`src/rtl/offline_rect_add_rect_sum_top_defines.svh`:
```
// Assertion macros for the rectangle-sum block.
// Used by offline_rect_add_rect_sum_top; no other dependencies.
`ifndef OFFLINE_RECT_ADD_RECT_SUM_TOP_DEFINES_SVH
`define OFFLINE_RECT_ADD_RECT_SUM_TOP_DEFINES_SVH

// Implication checked on every clock edge outside reset.
`define ORS_ASSERT_IMP(label, clk, rst_n, cond, prop, msg) \
    label: assert property (@(posedge clk) disable iff (!rst_n) (cond) |-> (prop)) \
        else $error(msg);

// Next-cycle implication checked on every clock edge outside reset.
`define ORS_ASSERT_NEXT(label, clk, rst_n, cond, prop, msg) \
    label: assert property (@(posedge clk) disable iff (!rst_n) (cond) |=> (prop)) \
        else $error(msg);

`endif

```
`src/rtl/ors_ram.sv`:
```
// Generic single-port-write, single-read RAM with registered read data.
// No dependencies.
module ors_ram #(
    parameter int WIDTH = 64,
    parameter int DEPTH = 64
) (
    input  logic                     clk,
    input  logic                     we,
    input  logic [$clog2(DEPTH)-1:0] waddr,
    input  logic [WIDTH-1:0]         wdata,
    input  logic [$clog2(DEPTH)-1:0] raddr,
    output logic [WIDTH-1:0]         rdata
);
    logic [WIDTH-1:0] mem [DEPTH];

    always_ff @(posedge clk)
    begin
        if (we)
        begin
            mem[waddr] <= wdata;
        end
        rdata <= mem[raddr];
    end
endmodule

```
`config.mk`:
```
export PLATFORM = sky130hd
export DESIGN_NAME = ors_ram
export DESIGN_NICKNAME = d
export VERILOG_FILES = /design/src/rtl/offline_rect_add_rect_sum_top_defines.svh /design/src/rtl/ors_ram.sv
export SDC_FILE = /design/constraint.sdc
export NUM_CORES = 2
export LEC_CHECK = 0
export BUFFER_PORTS_ARGS = -buffer_cell sky130_fd_sc_hd__buf_4
export CAP_MARGIN = 20
export CORE_MARGIN = 2
export CORE_UTILIZATION = 63
export CTS_BUF_LIST = sky130_fd_sc_hd__clkbuf_4 sky130_fd_sc_hd__clkbuf_8 sky130_fd_sc_hd__clkbuf_16
export DETAILED_ROUTE_END_ITERATION = 7
export PLACE_DENSITY = 0.79
export SKIP_LAST_GASP = 1
export SLEW_MARGIN = 30
export SYNTH_ARGS = -nofsm -noshare
export SYNTH_HDL_FRONTEND = slang
export SYNTH_SLANG_ARGS = --single-unit
```
`constraint.sdc`:
```
create_clock -name clk -period 7.75 [get_ports clk]
set_input_delay 0.775 -clock clk [delete_from_list [all_inputs] [get_ports clk]]
set_output_delay 0.775 -clock clk [all_outputs]
set_load 0.1 [all_outputs]
```
==> results.txt <==
The flow ran to the end, and the final reports show no timing, DRC or antenna violations. Entering global routing, the biggest net connects 122 pins. From left edge to right edge, the die measures 502 µm. The tools report the final weighted congestion in routability-driven placement as 0.850. The analysis attributes to cell leakage a power of 54.9 nW. The clock latency on the worst-skew pair was 1000 ps; the number of buffers inserted by port buffering was 141. The layout has 12.9k filler cells. STA classifies the critical path endpoint as a flop.

Number of hold-repair buffers added at the cts stage: 0. Summing the areas of all xor and xnor instances in the mapped netlist gives 0% of the synthesized area. Counting the buffers created by CTS gives 404. Of all nets on the critical path, the largest fanout is 121.

The footprint of the flip-flops and latches was 124000 µm²; the core footprint was 246000 µm². The worst setup path is of the in2reg kind. Once the floorplan was initialized, standard cells occupied 63.5% of the core. The maximum level of the CTS H-tree came out at 5. The top cell types in the final layout, fill and taps aside, are sky130_fd_sc_hd__edfxtp_1, sky130_fd_sc_hd__mux4_2, sky130_fd_sc_hd__clkbuf_16, sky130_fd_sc_hd__buf_4, sky130_fd_sc_hd__a22oi_1. TritonCTS built the clock tree. In this run the most critical hold path is launched from wdata[47].

The maximum root-to-sink buffer count was 4; the total number of vias was 80.0k. The post-cts repair resize count is 0. The tree is rooted in a sky130_fd_sc_hd__clkbuf_16. The post-CTS setup buffer count is 0, and the initial antenna violation count is 21. The tools report the global routing met3 resource utilization as 9.41%. The tool flagged a number of max-cap violations equal to 0.

The areal power density over the cells is 269 nW/µm², and the worst reg-to-reg path cell count is 4. The reg2reg setup slack is 5520 ps, and the final count of pins violating max slew is 0. Yosys printed 0 warnings. The met2 track demand over resource was 55.9%.

Setup repair after global routing left no endpoint under its margin. The post-synthesis sequential area ratio is 79.5%, and the area taken by multi-input logic gates is 30800 µm². The setup TNS is 0 ps, and the total instance count after detailed placement is 9854. The worst pin sits at a relative slew slack of 26.4%. By area the synthesized netlist is led by sky130_fd_sc_hd__edfxtp_1, sky130_fd_sc_hd__mux4_2, sky130_fd_sc_hd__mux2i_1. Clock tree synthesis found a total of 4160 sinks. The overflow left after global routing came out at 0. The number of global-route vias before repair was 81.5k; the peak ir drop on the vdd network was 320 µV. Wires add up to 452000 µm.

Summed over all instances, the cell type with the most area after synthesis is sky130_fd_sc_hd__edfxtp_1. The endpoint of the worst-slack reg-to-reg timing path was rdata[62]. The HPWL after detailed placement is 220000 µm.

The portion of synthesized area spent on multiplexers is 15.6%. The path class of the tightest hold or removal check is in2reg. The tools report the category of the worst setup path launch point as an input pin. Most common cell after layout, fill and taps aside: sky130_fd_sc_hd__edfxtp_1. Highest-utilization routing layer at the global route stage: met2. The run gives 4410 ps as the data arrival at the endpoint of the critical path.

The post-synthesis share of cell area spent on full adders, half adders and majority gates was 0%. The slew at the pin closest to its max-slew limit works out to 1100 ps. The main combinational cell family by area after synthesis is multiplexers. The clock tree skew after final layout was 68.1 ps. In the final layout, the share of cells above drive strength 1 is 28.9%. The logs give 142 for the I/O pin count and 252000 µm² for the die area. The worst hold path terminates at mem[2][47].

Before antenna repair, the detailed router went through 8 iterations. The clock transition at the registers of the reported paths is 70 ps, and the detail-routed net length per standard cell is 42.7 µm. Worst flop-to-flop path startpoint: mem[42][62]. The remaining routing DRC violations was 0; the gate count of the mapped netlist was 6598. The cell row count came out at 182.

The logs give 47.5% for the met1 capacity usage during global routing and 8640 ps for the data required time at the worst endpoint. Synthesis instantiated 33 different standard cells from the library. The number of failing setup endpoints in the final timing report was 0. For this run, the number of standard cells in the final layout without fillers is 10.6k. The post-synthesis net count was 6676; the share of the synthesized area in the top cell type was 78.7%. The post-layout net count came out at 7036. Dividing the synthesized area by the synthesized cell count gives 23.7 µm². The final-report hold violation count was 0.

In this run, the number of DRC markers left after iteration 0 of detailed routing was 14.6k. The clock period minus final worst setup slack is 3520 ps, and the simple-gate share of the synthesized area is 1.24%. In the global route stage, overall resource usage came out at 36.2%. The synthesized-area fraction occupied by ao, oa, aoi and oai cells works out to 2.48%. Dividing the final minimum period by the clock period gives 45.4%. The logs give 284 MHz for the maximum operating frequency and 0 for the final antenna-violating net count. The signed area change from the synthesized netlist to the final layout works out to 12.2%. The die is 502 µm tall. The number of stages on the worst hold path is 1, and the global-route wire length before repair is 628000 µm. The post-synthesis instance area was 156000 µm².

The synthesized design contains 4160 register bits. Number of vias per cell: 7.55.
==> routing by layer <==
layer	share of wire (%)	vias up	wire length [µm]
met4	6.7	12	30100
met1	32	41400	143000
met5	0.018	-	81
met3	14	1489	63900
met2	48	7952	215000
li1	-	29200	-
==> cell families (layout without fill, tap and decap cells) <==
family,after synthesis,count (layout)
and+or+nand+nor,386,386
other,0,19
muxes,1159,1159
DFF,4160,4160
buffers and inverters,389,1056
AOI/OAI and AO/OA,504,504
==> worst max-delay path, stage by stage <==
cell and delay (ps):
sky130_fd_sc_hd__buf_8 190, sky130_fd_sc_hd__buf_12 350, sky130_fd_sc_hd__nor2b_4 350, sky130_fd_sc_hd__buf_4 780
sky130_fd_sc_hd__buf_4 650, sky130_fd_sc_hd__a22oi_1 220, sky130_fd_sc_hd__and3_1 290, sky130_fd_sc_hd__a211oi_1 270
==> how the worst max path moves through the flow <==
stage          startpoint          to  slack [ps]  depth (start not counted)
2_1_floorplan    waddr[3]  mem[48][0]        1540                          4
3_3_place_gp     raddr[2]   rdata[42]        3600                          6
3_5_place_dp     raddr[0]    rdata[4]        3460                          8
4_1_cts          raddr[0]    rdata[4]        4430                          8
5_1_grt          raddr[0]    rdata[4]        4260                          8
6_report         raddr[2]   rdata[53]        4230                          8
==> area by class of cell <==
| type | instances | share of cell area, % |
|---|---|---|
| Antenna cell | 19 | 0.0271 |
| Clock buffer | 540 | 6.48 |
| Clock inverter | 173 | 0.866 |
| Inverter | 19 | 0.0407 |
| Multi-Input combinational cell | 2049 | 17.6 |
| Sequential cell | 4160 | 70.8 |
| Tap cell | 3312 | 2.36 |
| Timing Repair Buffer | 324 | 1.83 |
==> registers in the layout, indices dropped and copies added (netlist names) <==
name / count
mem: 4096
rdata: 64
==> power breakdown <==
part	leakage [nW]	switching, W	internal (W)	total [W]
Combinational	11.1	0.00177	0.000811	0.00258
Sequential	37.4	0.000138	0.0249	0.0250
Clock	6.46	0.00839	0.0111	0.0195
Total	54.9	0.0103	0.0368	0.0471
==> synth_stat cells <==
| cell type | number |
|---|---|
| sky130_fd_sc_hd__a2bb2oi_1 | 19 |
| sky130_fd_sc_hd__nor3_1 | 2 |
| sky130_fd_sc_hd__edfxtp_1 | 4096 |
| sky130_fd_sc_hd__clkbuf_1 | 140 |
| sky130_fd_sc_hd__mux4_2 | 1024 |
| sky130_fd_sc_hd__dfxtp_1 | 64 |
| sky130_fd_sc_hd__nor2b_1 | 28 |
| sky130_fd_sc_hd__a31oi_1 | 18 |
| sky130_fd_sc_hd__or3_1 | 29 |
| sky130_fd_sc_hd__a22oi_1 | 168 |
| sky130_fd_sc_hd__or2_2 | 28 |
| sky130_fd_sc_hd__o22ai_1 | 83 |
| sky130_fd_sc_hd__a211oi_1 | 63 |
| sky130_fd_sc_hd__a22o_1 | 88 |
| sky130_fd_sc_hd__nand4_1 | 2 |
| sky130_fd_sc_hd__inv_1 | 19 |
| sky130_fd_sc_hd__nor2_1 | 112 |
| sky130_fd_sc_hd__mux2i_1 | 135 |
| sky130_fd_sc_hd__a41oi_1 | 26 |
| sky130_fd_sc_hd__nand3b_1 | 2 |
| sky130_fd_sc_hd__or3b_2 | 1 |
| sky130_fd_sc_hd__nand2_1 | 58 |
| sky130_fd_sc_hd__buf_4 | 34 |
| sky130_fd_sc_hd__and2_1 | 3 |
| sky130_fd_sc_hd__buf_1 | 20 |
| sky130_fd_sc_hd__buf_2 | 170 |
| sky130_fd_sc_hd__a31o_1 | 1 |
| sky130_fd_sc_hd__o221ai_1 | 38 |
| sky130_fd_sc_hd__buf_6 | 6 |
| sky130_fd_sc_hd__and3_1 | 64 |
| sky130_fd_sc_hd__nand3_1 | 45 |
| sky130_fd_sc_hd__nand2b_1 | 11 |
| sky130_fd_sc_hd__nand4b_1 | 1 |
==> stage by stage <==
step	setup WS, ps	utilization [%]	hold WS, ps	total power (W)	instance area, µm²
2_1_floorplan	1540	-	788	0.0270	156000
3_3_place_gp	3600	65.7	812	0.0279	162000
3_5_place_dp	3460	65.8	813	0.0280	162000
4_1_cts	4430	71.1	236	0.0471	175000
5_1_grt	4260	71.2	310	0.0479	175000
6_report	4230	71.2	294	0.0471	175000
(Power assumes the default switching activity.)
